===== src/design/dhcp_reply_option_parser_assert.svh =====
// Assertion macros used by the DHCP reply option parser top level.
// Needs signals clk and arst_n in the scope of each use.
`ifndef DHCP_REPLY_OPTION_PARSER_ASSERT_SVH
`define DHCP_REPLY_OPTION_PARSER_ASSERT_SVH

// Same-cycle implication, checked on every rising edge out of reset
`define DRP_ASSERT_NOW(label, ante, cons, msg) \
	label: assert property (@(posedge clk) disable iff (!arst_n) (ante) |-> (cons)) \
		else $error(msg);

// Next-cycle implication, checked on every rising edge out of reset
`define DRP_ASSERT_NEXT(label, ante, cons, msg) \
	label: assert property (@(posedge clk) disable iff (!arst_n) (ante) |=> (cons)) \
		else $error(msg);

`endif


===== src/design/dhcp_rop_pkg.sv =====
// Shared types, constants and helper functions of the DHCP reply option parser.
// No dependencies; imported by every module of the block.
package dhcp_rop_pkg;

	// DHCP field values
	localparam logic [7:0] OP_REPLY      = 8'h02;
	localparam logic [7:0] OPT_PAD       = 8'h00;
	localparam logic [7:0] OPT_MASK      = 8'h01;
	localparam logic [7:0] OPT_ROUTER    = 8'h03;
	localparam logic [7:0] OPT_TSERVER   = 8'h2a;
	localparam logic [7:0] OPT_LEASE     = 8'h33;
	localparam logic [7:0] OPT_RENEW     = 8'h3a;
	localparam logic [7:0] OPT_REBIND    = 8'h3b;
	localparam logic [7:0] OPT_MSG_TYPE  = 8'h35;
	localparam logic [7:0] OPT_END       = 8'hff;
	localparam logic [7:0] MSG_LEN_ONE   = 8'h01;
	localparam logic [7:0] MSG_OFFER     = 8'h02;
	localparam logic [7:0] MSG_ACK       = 8'h05;

	// Byte offsets within the payload
	localparam int OFF_OP       = 0;
	localparam int OFF_XID_LO   = 4;
	localparam int OFF_XID_HI   = 7;
	localparam int OFF_YIADDR_LO = 16;
	localparam int OFF_YIADDR_HI = 19;
	localparam int OFF_OPTIONS  = 240;

	// Lease value for a lease option of no value or over four bytes, and reset values
	localparam logic [31:0] LEASE_FALLBACK    = 32'd3600;
	localparam logic [31:0] XID_RESET         = 32'h17041989;
	localparam logic [31:0] LEASE_RESET       = 32'd3600;

	// Register indexes of the configuration port
	localparam logic REG_XID   = 1'b0;
	localparam logic REG_LEASE = 1'b1;

	// Result kind codes
	typedef enum logic [1:0] {
		KIND_IGNORED = 2'd0,
		KIND_OFFER   = 2'd1,
		KIND_ACK     = 2'd2,
		KIND_OTHER   = 2'd3
	} kind_t;

	// Option walker state
	typedef enum logic [2:0] {
		PH_CODE   = 3'b001,
		PH_LENGTH = 3'b010,
		PH_VALUE  = 3'b100
	} phase_t;

	// Per-word control from the top level to the parsing units
	typedef struct packed {
		logic go;     // buffered word consumed this cycle
		logic clear;  // word is the last of its packet
	} step_ctl_t;

	// Result word, last field in the lowest bits
	typedef struct packed {
		logic [5:0]  prefix_length;
		logic [31:0] lease_seconds;
		logic [31:0] time_server_ip;
		logic [31:0] netmask;
		logic [31:0] gateway_addr;
		logic [31:0] your_addr;
		kind_t       kind;
	} result_t;

	// Count leading ones by binary search
	function automatic logic [5:0] leading_ones(input logic [31:0] v);
		logic [31:0] x;
		logic [5:0]  n;
		x = v;
		n = '0;
		if (x[31:16] == 16'hffff) begin
			n = n + 6'd16;
			x = x << 16;
		end
		if (x[31:24] == 8'hff) begin
			n = n + 6'd8;
			x = x << 8;
		end
		if (x[31:28] == 4'hf) begin
			n = n + 6'd4;
			x = x << 4;
		end
		if (x[31:30] == 2'b11) begin
			n = n + 6'd2;
			x = x << 2;
		end
		if (x[31]) begin
			n = n + 6'd1;
			x = x << 1;
		end
		if (x[31]) begin
			n = n + 6'd1;
		end
		return n;
	endfunction

endpackage


===== src/design/dhcp_rop_hdr.sv =====
// Fixed-header checker: byte offset, op and transaction id check, your-address
// capture and message-type classification. Depends on dhcp_rop_pkg.
module dhcp_rop_hdr
	import dhcp_rop_pkg::*;
#(
	parameter int MAX_PAYLOAD_BYTES = 1024
) (
	input  logic        clk,
	input  logic        arst_n,
	input  step_ctl_t   ctl,
	input  logic [7:0]  data_byte,
	input  logic [31:0] transaction_id,
	output logic        parse_en,
	output logic        in_options,
	output logic        hdr_ok_d,
	output logic [1:0]  msg_kind_d,
	output logic [31:0] offered_d
);

	localparam int OFF_W = $clog2(MAX_PAYLOAD_BYTES + 1);

	logic [OFF_W-1:0] offset_q;
	logic             hdr_ok_q;
	logic [1:0]       msg_kind_q;
	logic [31:0]      offered_q;
	logic [7:0]       xid_byte;

	// Bytes past the payload limit only count toward the last flag
	assign parse_en   = ctl.go && (offset_q < OFF_W'(MAX_PAYLOAD_BYTES));
	assign in_options = offset_q >= OFF_W'(OFF_OPTIONS);

	// Pick the expected id byte, big-endian over offsets 4 to 7
	always_comb begin
		unique case (offset_q[1:0])
			2'd0:    xid_byte = transaction_id[31:24];
			2'd1:    xid_byte = transaction_id[23:16];
			2'd2:    xid_byte = transaction_id[15:8];
			default: xid_byte = transaction_id[7:0];
		endcase
	end

	// Next header state for the buffered word
	always_comb begin
		hdr_ok_d   = hdr_ok_q;
		msg_kind_d = msg_kind_q;
		offered_d  = offered_q;
		if (parse_en) begin
			if (offset_q == OFF_W'(OFF_OP)) begin
				hdr_ok_d = (data_byte == OP_REPLY);
			end else if (offset_q >= OFF_W'(OFF_XID_LO) && offset_q <= OFF_W'(OFF_XID_HI)) begin
				if (data_byte != xid_byte) begin
					hdr_ok_d = 1'b0;
				end
			end else if (offset_q >= OFF_W'(OFF_YIADDR_LO) &&
				offset_q <= OFF_W'(OFF_YIADDR_HI)) begin
				offered_d = {offered_q[23:0], data_byte};
			end

			if (offset_q == OFF_W'(OFF_OPTIONS)) begin
				msg_kind_d = (data_byte == OPT_MSG_TYPE) ? KIND_IGNORED : KIND_OTHER;
			end else if (offset_q == OFF_W'(OFF_OPTIONS + 1)) begin
				if (msg_kind_q == KIND_IGNORED && data_byte != MSG_LEN_ONE) begin
					msg_kind_d = KIND_OTHER;
				end
			end else if (offset_q == OFF_W'(OFF_OPTIONS + 2)) begin
				if (msg_kind_q == KIND_IGNORED) begin
					if (data_byte == MSG_OFFER) begin
						msg_kind_d = KIND_OFFER;
					end else if (data_byte == MSG_ACK) begin
						msg_kind_d = KIND_ACK;
					end else begin
						msg_kind_d = KIND_OTHER;
					end
				end
			end
		end
	end

	// Advance the header state, clear it after the last word
	always_ff @(posedge clk or negedge arst_n) begin
		if (!arst_n) begin
			offset_q   <= '0;
			hdr_ok_q   <= 1'b1;
			msg_kind_q <= KIND_IGNORED;
			offered_q  <= '0;
		end else if (ctl.go && ctl.clear) begin
			offset_q   <= '0;
			hdr_ok_q   <= 1'b1;
			msg_kind_q <= KIND_IGNORED;
			offered_q  <= '0;
		end else if (parse_en) begin
			offset_q   <= offset_q + OFF_W'(1);
			hdr_ok_q   <= hdr_ok_d;
			msg_kind_q <= msg_kind_d;
			offered_q  <= offered_d;
		end
	end

endmodule


===== src/design/dhcp_rop_opt.sv =====
// Option walker: steps through code, length and value bytes up to the end
// marker and captures router, mask, time server and the lease minimum.
// Depends on dhcp_rop_pkg.
module dhcp_rop_opt
	import dhcp_rop_pkg::*;
(
	input  logic        clk,
	input  logic        arst_n,
	input  step_ctl_t   ctl,
	input  logic        parse_en,
	input  logic        in_options,
	input  logic [7:0]  data_byte,
	input  logic [31:0] default_lease,
	output logic [31:0] router_d,
	output logic [31:0] mask_d,
	output logic [31:0] tserver_d,
	output logic [31:0] lease_d
);

	phase_t      phase_q, phase_d;
	logic [7:0]  code_q, code_d;
	logic [7:0]  remain_q, remain_d;
	logic [7:0]  length_q, length_d;
	logic [31:0] acc_q, acc_d;
	logic [31:0] router_q, mask_q, tserver_q, lease_q;
	logic        end_q, end_d;

	logic        walk;
	logic        finish;
	logic [7:0]  fin_len;
	logic [7:0]  consumed;
	logic [31:0] fin_addr;
	logic [31:0] fin_lease;

	assign walk     = parse_en && in_options && !end_q;
	assign consumed = length_q - remain_q;

	// Walk one option byte
	always_comb begin
		phase_d  = phase_q;
		code_d   = code_q;
		remain_d = remain_q;
		length_d = length_q;
		acc_d    = acc_q;
		end_d    = end_q;
		finish   = 1'b0;
		if (walk) begin
			unique case (phase_q)
				PH_CODE: begin
					if (data_byte == OPT_END) begin
						end_d = 1'b1;
					end else if (data_byte != OPT_PAD) begin
						code_d  = data_byte;
						phase_d = PH_LENGTH;
					end
				end
				PH_LENGTH: begin
					length_d = data_byte;
					remain_d = data_byte;
					acc_d    = '0;
					if (data_byte == 8'd0) begin
						finish  = 1'b1;
						phase_d = PH_CODE;
					end else begin
						phase_d = PH_VALUE;
					end
				end
				PH_VALUE: begin
					if (consumed < 8'd4) begin
						acc_d = {acc_q[23:0], data_byte};
					end
					remain_d = remain_q - 8'd1;
					if (remain_q == 8'd1) begin
						finish  = 1'b1;
						phase_d = PH_CODE;
					end
				end
				default: begin
					phase_d = PH_CODE;
				end
			endcase
		end
	end

	// Align the value of a finished address option to the top bytes
	assign fin_len = length_d;
	always_comb begin
		priority if (fin_len == 8'd0) begin
			fin_addr = '0;
		end else if (fin_len == 8'd1) begin
			fin_addr = {acc_d[7:0], 24'd0};
		end else if (fin_len == 8'd2) begin
			fin_addr = {acc_d[15:0], 16'd0};
		end else if (fin_len == 8'd3) begin
			fin_addr = {acc_d[23:0], 8'd0};
		end else begin
			fin_addr = acc_d;
		end
	end

	assign fin_lease = (fin_len >= 8'd1 && fin_len <= 8'd4) ? acc_d : LEASE_FALLBACK;

	// Store the value of a finished option
	always_comb begin
		router_d  = router_q;
		mask_d    = mask_q;
		tserver_d = tserver_q;
		lease_d   = lease_q;
		if (finish) begin
			if (code_q == OPT_ROUTER) begin
				router_d = fin_addr;
			end else if (code_q == OPT_MASK) begin
				mask_d = fin_addr;
			end else if (code_q == OPT_TSERVER) begin
				tserver_d = fin_addr;
			end else if (code_q == OPT_LEASE || code_q == OPT_RENEW ||
				code_q == OPT_REBIND) begin
				if (fin_lease < lease_q) begin
					lease_d = fin_lease;
				end
			end
		end
	end

	// Hold or advance the walker, reset it after the last word
	always_ff @(posedge clk or negedge arst_n) begin
		if (!arst_n) begin
			phase_q   <= PH_CODE;
			code_q    <= '0;
			remain_q  <= '0;
			length_q  <= '0;
			acc_q     <= '0;
			end_q     <= 1'b0;
			router_q  <= '0;
			mask_q    <= '0;
			tserver_q <= '0;
			lease_q   <= LEASE_RESET;
		end else if (ctl.go && ctl.clear) begin
			phase_q   <= PH_CODE;
			code_q    <= '0;
			remain_q  <= '0;
			length_q  <= '0;
			acc_q     <= '0;
			end_q     <= 1'b0;
			router_q  <= '0;
			mask_q    <= '0;
			tserver_q <= '0;
			lease_q   <= default_lease;
		end else if (walk) begin
			phase_q   <= phase_d;
			code_q    <= code_d;
			remain_q  <= remain_d;
			length_q  <= length_d;
			acc_q     <= acc_d;
			end_q     <= end_d;
			router_q  <= router_d;
			mask_q    <= mask_d;
			tserver_q <= tserver_d;
			lease_q   <= lease_d;
		end
	end

endmodule


===== src/design/dhcp_reply_option_parser.sv =====
// DHCP reply option parser, top level: input buffer, result register and
// configuration registers. Depends on dhcp_rop_pkg, dhcp_rop_hdr, dhcp_rop_opt.
//
// Channel   Dir  Handshake                 Contents
// s_axis    in   tvalid/tready             tdata[7:0] data_byte, tlast last
// m_axis    out  tvalid/tready             tdata[167:0] result word
// apb       in   psel/penable/pready       transaction_id @0x0, default_lease @0x4
//
// One payload byte is taken every cycle; each byte is registered in the input
// buffer and a packet's result is loaded when its last byte leaves the buffer.
// Only a last byte waits, and only while the result register still holds an
// untaken result. Reset is asynchronous and leaves both sides empty.
`include "dhcp_reply_option_parser_assert.svh"

module dhcp_reply_option_parser
	import dhcp_rop_pkg::*;
#(
	parameter int MAX_PAYLOAD_BYTES = 1024
) (
	input  logic          clk,
	input  logic          arst_n,
	input  logic          s_axis_tvalid,
	output logic          s_axis_tready,
	input  logic [7:0]    s_axis_tdata,   // [7:0] data_byte
	input  logic          s_axis_tlast,
	output logic          m_axis_tvalid,
	input  logic          m_axis_tready,
	// [1:0] kind, [33:2] your_addr, [65:34] gateway_addr, [97:66] netmask,
	// [129:98] time_server_ip, [161:130] lease_seconds, [167:162] prefix_length
	output logic [167:0]  m_axis_tdata,
	input  logic          psel,
	input  logic          penable,
	input  logic          pwrite,
	input  logic [2:0]    paddr,
	input  logic [31:0]   pwdata,
	output logic [31:0]   prdata,
	output logic          pready
);

	logic        valid_s1;
	logic [7:0]  byte_s1;
	logic        last_s1;
	logic        out_valid_q;
	result_t     out_q;
	logic [31:0] xid_q;
	logic [31:0] lease_cfg_q;

	step_ctl_t   ctl;
	logic        parse_en, in_options;
	logic        hdr_ok_d;
	logic [1:0]  msg_kind_d;
	logic [31:0] offered_d, router_d, mask_d, tserver_d, lease_d;
	result_t     res;
	kind_t       kind_res;

	// Consume the buffered word unless it ends a packet and the result is stuck
	assign ctl.go        = valid_s1 && (!last_s1 || !out_valid_q || m_axis_tready);
	assign ctl.clear     = last_s1;
	assign s_axis_tready = !valid_s1 || ctl.go;

	// Input buffer
	always_ff @(posedge clk or negedge arst_n) begin
		if (!arst_n) begin
			valid_s1 <= 1'b0;
		end else if (s_axis_tready) begin
			valid_s1 <= s_axis_tvalid;
		end
	end

	always_ff @(posedge clk) begin
		if (s_axis_tready && s_axis_tvalid) begin
			byte_s1 <= s_axis_tdata;
			last_s1 <= s_axis_tlast;
		end
	end

	dhcp_rop_hdr #(
		.MAX_PAYLOAD_BYTES(MAX_PAYLOAD_BYTES)
	) u_hdr (
		.clk           (clk),
		.arst_n        (arst_n),
		.ctl           (ctl),
		.data_byte     (byte_s1),
		.transaction_id(xid_q),
		.parse_en      (parse_en),
		.in_options    (in_options),
		.hdr_ok_d      (hdr_ok_d),
		.msg_kind_d    (msg_kind_d),
		.offered_d     (offered_d)
	);

	dhcp_rop_opt u_opt (
		.clk          (clk),
		.arst_n       (arst_n),
		.ctl          (ctl),
		.parse_en     (parse_en),
		.in_options   (in_options),
		.data_byte    (byte_s1),
		.default_lease(lease_cfg_q),
		.router_d     (router_d),
		.mask_d       (mask_d),
		.tserver_d    (tserver_d),
		.lease_d      (lease_d)
	);

	// Build the result word from the updated packet state
	assign kind_res = (msg_kind_d == KIND_IGNORED) ? KIND_OTHER : kind_t'(msg_kind_d);
	always_comb begin
		res = '0;
		if (hdr_ok_d) begin
			res.kind       = kind_res;
			res.your_addr  = offered_d;
			if (kind_res == KIND_ACK) begin
				res.gateway_addr   = router_d;
				res.netmask        = mask_d;
				res.time_server_ip = tserver_d;
				res.lease_seconds  = (lease_d < lease_cfg_q) ? lease_d : lease_cfg_q;
				res.prefix_length  = leading_ones(mask_d);
			end
		end
	end

	// Result register: load on a consumed last word, drop when taken
	always_ff @(posedge clk or negedge arst_n) begin
		if (!arst_n) begin
			out_valid_q <= 1'b0;
		end else if (ctl.go && ctl.clear) begin
			out_valid_q <= 1'b1;
		end else if (m_axis_tready) begin
			out_valid_q <= 1'b0;
		end
	end

	always_ff @(posedge clk) begin
		if (ctl.go && ctl.clear) begin
			out_q <= res;
		end
	end

	assign m_axis_tvalid = out_valid_q;
	assign m_axis_tdata  = out_q;

	// Configuration registers
	always_ff @(posedge clk or negedge arst_n) begin
		if (!arst_n) begin
			xid_q       <= XID_RESET;
			lease_cfg_q <= LEASE_RESET;
		end else if (psel && penable && pwrite && pready) begin
			unique case (paddr[2])
				REG_XID:   xid_q       <= pwdata;
				REG_LEASE: lease_cfg_q <= pwdata;
				default:   xid_q       <= xid_q;
			endcase
		end
	end

	assign pready = 1'b1;
	assign prdata = (paddr[2] == REG_LEASE) ? lease_cfg_q : xid_q;

	// Checks on the block's own handshake logic and result fields
	`DRP_ASSERT_NEXT(a_result_follows_last, ctl.go && ctl.clear, out_valid_q,
		"consumed last word did not load a result")
	`DRP_ASSERT_NOW(a_last_waits_on_stall, valid_s1 && last_s1 && out_valid_q && !m_axis_tready,
		!ctl.go, "last word consumed while result register was stalled")
	`DRP_ASSERT_NOW(a_ignored_is_empty, out_valid_q && out_q.kind == KIND_IGNORED,
		out_q.your_addr == 32'd0 && out_q.lease_seconds == 32'd0,
		"ignored packet carries nonzero fields")
	`DRP_ASSERT_NOW(a_non_ack_no_options, out_valid_q && out_q.kind != KIND_ACK,
		out_q.gateway_addr == 32'd0 && out_q.prefix_length == 6'd0,
		"non-ack result carries option values")

endmodule


===== config.mk =====
export PLATFORM = sky130hd
export DESIGN_NAME = dhcp_reply_option_parser
export DESIGN_NICKNAME = d
export VERILOG_FILES = /design/src/design/dhcp_rop_pkg.sv /design/src/design/dhcp_rop_hdr.sv /design/src/design/dhcp_rop_opt.sv /design/src/design/dhcp_reply_option_parser.sv
export VERILOG_INCLUDE_DIRS = /design/src /design/src/design
export SDC_FILE = /design/constraint.sdc
export NUM_CORES = 1
export LEC_CHECK = 0
export BUFFER_PORTS_ARGS = -buffer_cell sky130_fd_sc_hd__buf_4
export CAP_MARGIN = 20
export CORE_MARGIN = 4
export CORE_UTILIZATION = 56
export CTS_BUF_LIST = sky130_fd_sc_hd__clkbuf_4
export DETAILED_ROUTE_END_ITERATION = 10
export HOLD_SLACK_MARGIN = 0.05
export PLACE_DENSITY_LB_ADDON = 0.05
export SYNTH_ARGS = -nofsm -noshare
export SYNTH_HDL_FRONTEND = slang
export SYNTH_HIERARCHICAL = 1
export SYNTH_SLANG_ARGS = --single-unit

===== constraint.sdc =====
create_clock -name clk -period 8.7 [get_ports clk]
set_input_delay 1.305 -clock clk [delete_from_list [all_inputs] [get_ports clk]]
set_output_delay 1.305 -clock clk [all_outputs]
set_load 0.05 [all_outputs]

==> results.json <==
{
  "hp-class": "input pin to async pin",
  "period_share_pct": 91.6,
  "fin_skew_ns": 0.0497,
  "grt_pass1_wl_um": 109000,
  "cpMostUsedCell": "ha_1",
  "path_clk_slew_ns": 0.06,
  "overflow": 0,
  "setup_viol": 0,
  "wl_um": 70800,
  "place_hpwl_um": 50800,
  "cpLargestDelayFamily": "compound AO/OA/AOI/OAI gates",
  "area_growth_pct": 17.1,
  "io_buffers": 250,
  "grt_pass1_vias": 19500,
  "ios": 254,
  "drc": 0,
  "start_kind": "flip-flop",
  "period_needed_ns": 7.97,
  "synth_top_area_cell": "dfrtp_1",
  "cp_max_fo": 32,
  "required_ns": 9.39,
  "cts_buffers": 121,
  "synthFlopType": "dfrtp_1",
  "share_clk_of_total_power_pct": 33.4,
  "antenna_found_initial": 2,
  "die_w_um": 220,
  "pwr-share-seq_pct": 45.5,
  "synthesis.nets": 2513,
  "synth_area_per_cell_um2": 10.5,
  "synth_top_area_share_pct": 27.9,
  "grt_max_degree": 125,
  "vias": 19900,
  "ys_types": 105,
  "tritoncts": "built",
  "rr_worst_depth": 28,
  "ys_warn_count": 6,
  "synthArstFlopShare_pct": 62.9,
  "synthCells": 2386,
  "status": "completed",
  "drv_cap": 0,
  "gp_congestion": 0.966,
  "final_layout_size_suffix_gt1_share_pct": 26.8,
  "drt_first_iter_violations": 1787,
  "path_buf_inv": 3,
  "fin_util_pct": 66.3,
  "slew_viol_final": 0,
  "clock_path_buffers": 3,
  "yosysMostFrequentCell": "nand2_1",
  "post_drt_wl_per_cell_um": 20.9,
  "crit_path_end_kind": "flip-flop",
  "p_per_area_nw_per_um2": 199,
  "ctsHoldBuffers": 0,
  "cpPeakStageDelay_ns": 0.48,
  "hold_violations": 0,
  "num_rows": 77,
  "leakage_nw": 13.0,
  "fillers": 3583,
  "nNetsFinal": 2825,
  "synthTopCellsByArea": "dfrtp_1 (28%), edfxtp_1 (21%), mux2_2 (6.2%)",
  "cts.sinks": 477,
  "switching_share_pct": 31.7,
  "fmax_mhz": 126,
  "switchingPower_mw": 1.86,
  "synth_enable_flop_cells": 177,
  "post-route-cell-area_um2": 29300,
  "dieHeight_um": 220,
  "core-area_um2": 44200,
  "start_util_pct": 56.7,
  "ctsResizeCount": 0,
  "seq_area_frac_synth_pct": 51.3,
  "worstPathArrival_ns": 8.66,
  "crit_cells": 28,
  "viasPerCell": 5.85,
  "max_slew_margin_pct": 28.4,
  "power_frac_comb_pct": 21.1,
  "worstMarginPinSlew_ns": 1.06,
  "rr_startpoint": "u_opt/remain_q[4]$_DFFE_PN0P_",
  "antenna_left": 0,
  "internal-power_mw": 3.99,
  "grt_usage_pct": 29.0,
  "synth_top_cells_by_count": "nand2_1 (306), dfrtp_1 (279), nor2_1 (204), edfxtp_1 (177), and2_1 (160)",
  "max-vdd-ir-drop_mv": 0.163,
  "slowest_stage": "dfrtp_1",
  "clk_latency_ns": 0.88,
  "tns_ns": 0,
  "worstSetupStartpoint": "u_opt/remain_q[4]$_DFFE_PN0P_",
  "rsz0062_at_grt": "no",
  "firstDrtPassIters": 8,
  "synth_seq_cells": 477,
  "placed_cell_area_um2": 27700,
  "crit_type": "flip-flop to flip-flop",
  "htreeDepth": 3,
  "post_cts_buffers": 0,
  "netlist_area_um2": 25100,
  "die-area_um2": 48200,
  "cts-root-buf": "clkbuf_4"
}
-- sequential cells by signal (all words and copies together) (netlist names), 2 cells and up --
register / cells
u_opt/tserver_q: 32
u_opt/router_q: 32
u_opt/length_q: 8
u_opt/lease_q: 32
u_hdr/offered_q: 32
u_opt/remain_q: 8
u_opt/acc_q: 32
u_opt/code_q: 8
u_hdr/msg_kind_q: 2
u_hdr/offset_q: 11
u_opt/mask_q: 32
xid_q: 32
lease_cfg_q: 32
byte_s1: 8
u_opt/phase_q: 3
m_axis_tdata: 168
-- final cells by class --
type | instances | area [µm²] | area share, %
Antenna cell | 1 | 2.50 | 0.00853
Clock buffer | 186 | 1400 | 4.76
Clock inverter | 41 | 219 | 0.746
Inverter | 92 | 345 | 1.18
Multi-Input combinational cell | 1678 | 11300 | 38.4
Sequential cell | 477 | 12800 | 43.8
Tap cell | 592 | 741 | 2.53
Timing Repair Buffer | 328 | 2510 | 8.57
-- logic make-up after synthesis --
family	share of synthesized area, %
fa+ha+maj	3.80
buf+inv	3.95
mux	8.95
flops	51.3
compound gates	13.9
other cells	0.0150
xor+xnor	0.724
simple gates	17.4
-- layout by cell type (no fill, tap or decap), types with 7 or more instances in the layout --
cell type    n
buf_4      324
nand2_1    305
dfrtp_1    279
nor2_1     203
clkbuf_4   186
edfxtp_1   177
and2_1     159
a21oi_1    142
mux2_2     138
inv_1       90
ha_1        76
o21ai_0     72
mux2i_1     63
nand4_1     34
a31oi_1     34
clkinv_1    34
a22o_1      30
a211oi_1    29
nand3_1     25
nand2b_1    25
a222oi_1    24
and3_1      22
dfstp_2     21
or3_1       21
o21a_1      18
nor3_1      17
a21o_1      16
a22oi_1     15
o211ai_1    12
o22ai_1     11
xnor2_1      9
nor4_1       8
xor2_1       8
o211a_1      8
a221oi_1     8
and4_1       7
o31ai_1      7
a22o_2       7
-- power groups by stage --
stage | Combinational [mW] | Clock, mW | Sequential [mW]
3_3_place_gp | 1.20 | 0 | 2.69
3_5_place_dp | 1.23 | 0 | 2.70
2_1_floorplan | 0.742 | 0 | 2.80
5_1_grt | 1.33 | 2.14 | 2.68
6_report | 1.23 | 1.95 | 2.66
4_1_cts | 1.24 | 2.01 | 2.66
-- routing by layer --
layer,vias to the layer above,wire length [µm],GRT usage (%)
met5,-,17,0
met4,2,2190,11.4
met3,157,5190,5.86
met2,732,33900,47.0
met1,9672,29500,38.7
li1,9297,-,-
-- stage by stage --
stage                     hold slack, ns  instances  power (mW)  setup WS (ns)
after CTS                          0.493       3392        5.90          0.736
final                              0.456       3395        5.85          0.735
after detailed placement           0.497       3165        3.93          0.153
after floorplan                    0.471       2386        3.54          0.863
after global routing               0.522       3395        6.16          0.269
after global placement             0.487       3165        3.90          0.367
-- worst paths after layout --
check                                                  end  slack (ns)
hold reg to reg            u_hdr/offered_q[28]$_DFFE_PN0P_        0.51
hold / removal                 lease_cfg_q[31]$_DFFE_PN0P_        0.46
setup reg to reg           m_axis_tdata[157]$_SDFFCE_PN0P_        0.73
min in group clk           u_hdr/offered_q[28]$_DFFE_PN0P_        0.51
max in group asynchronous   u_opt/router_q[16]$_DFFE_PN0N_        6.76
setup / recovery           m_axis_tdata[157]$_SDFFCE_PN0P_        0.73
No activity file was read; power rests on OpenSTA's default activity.
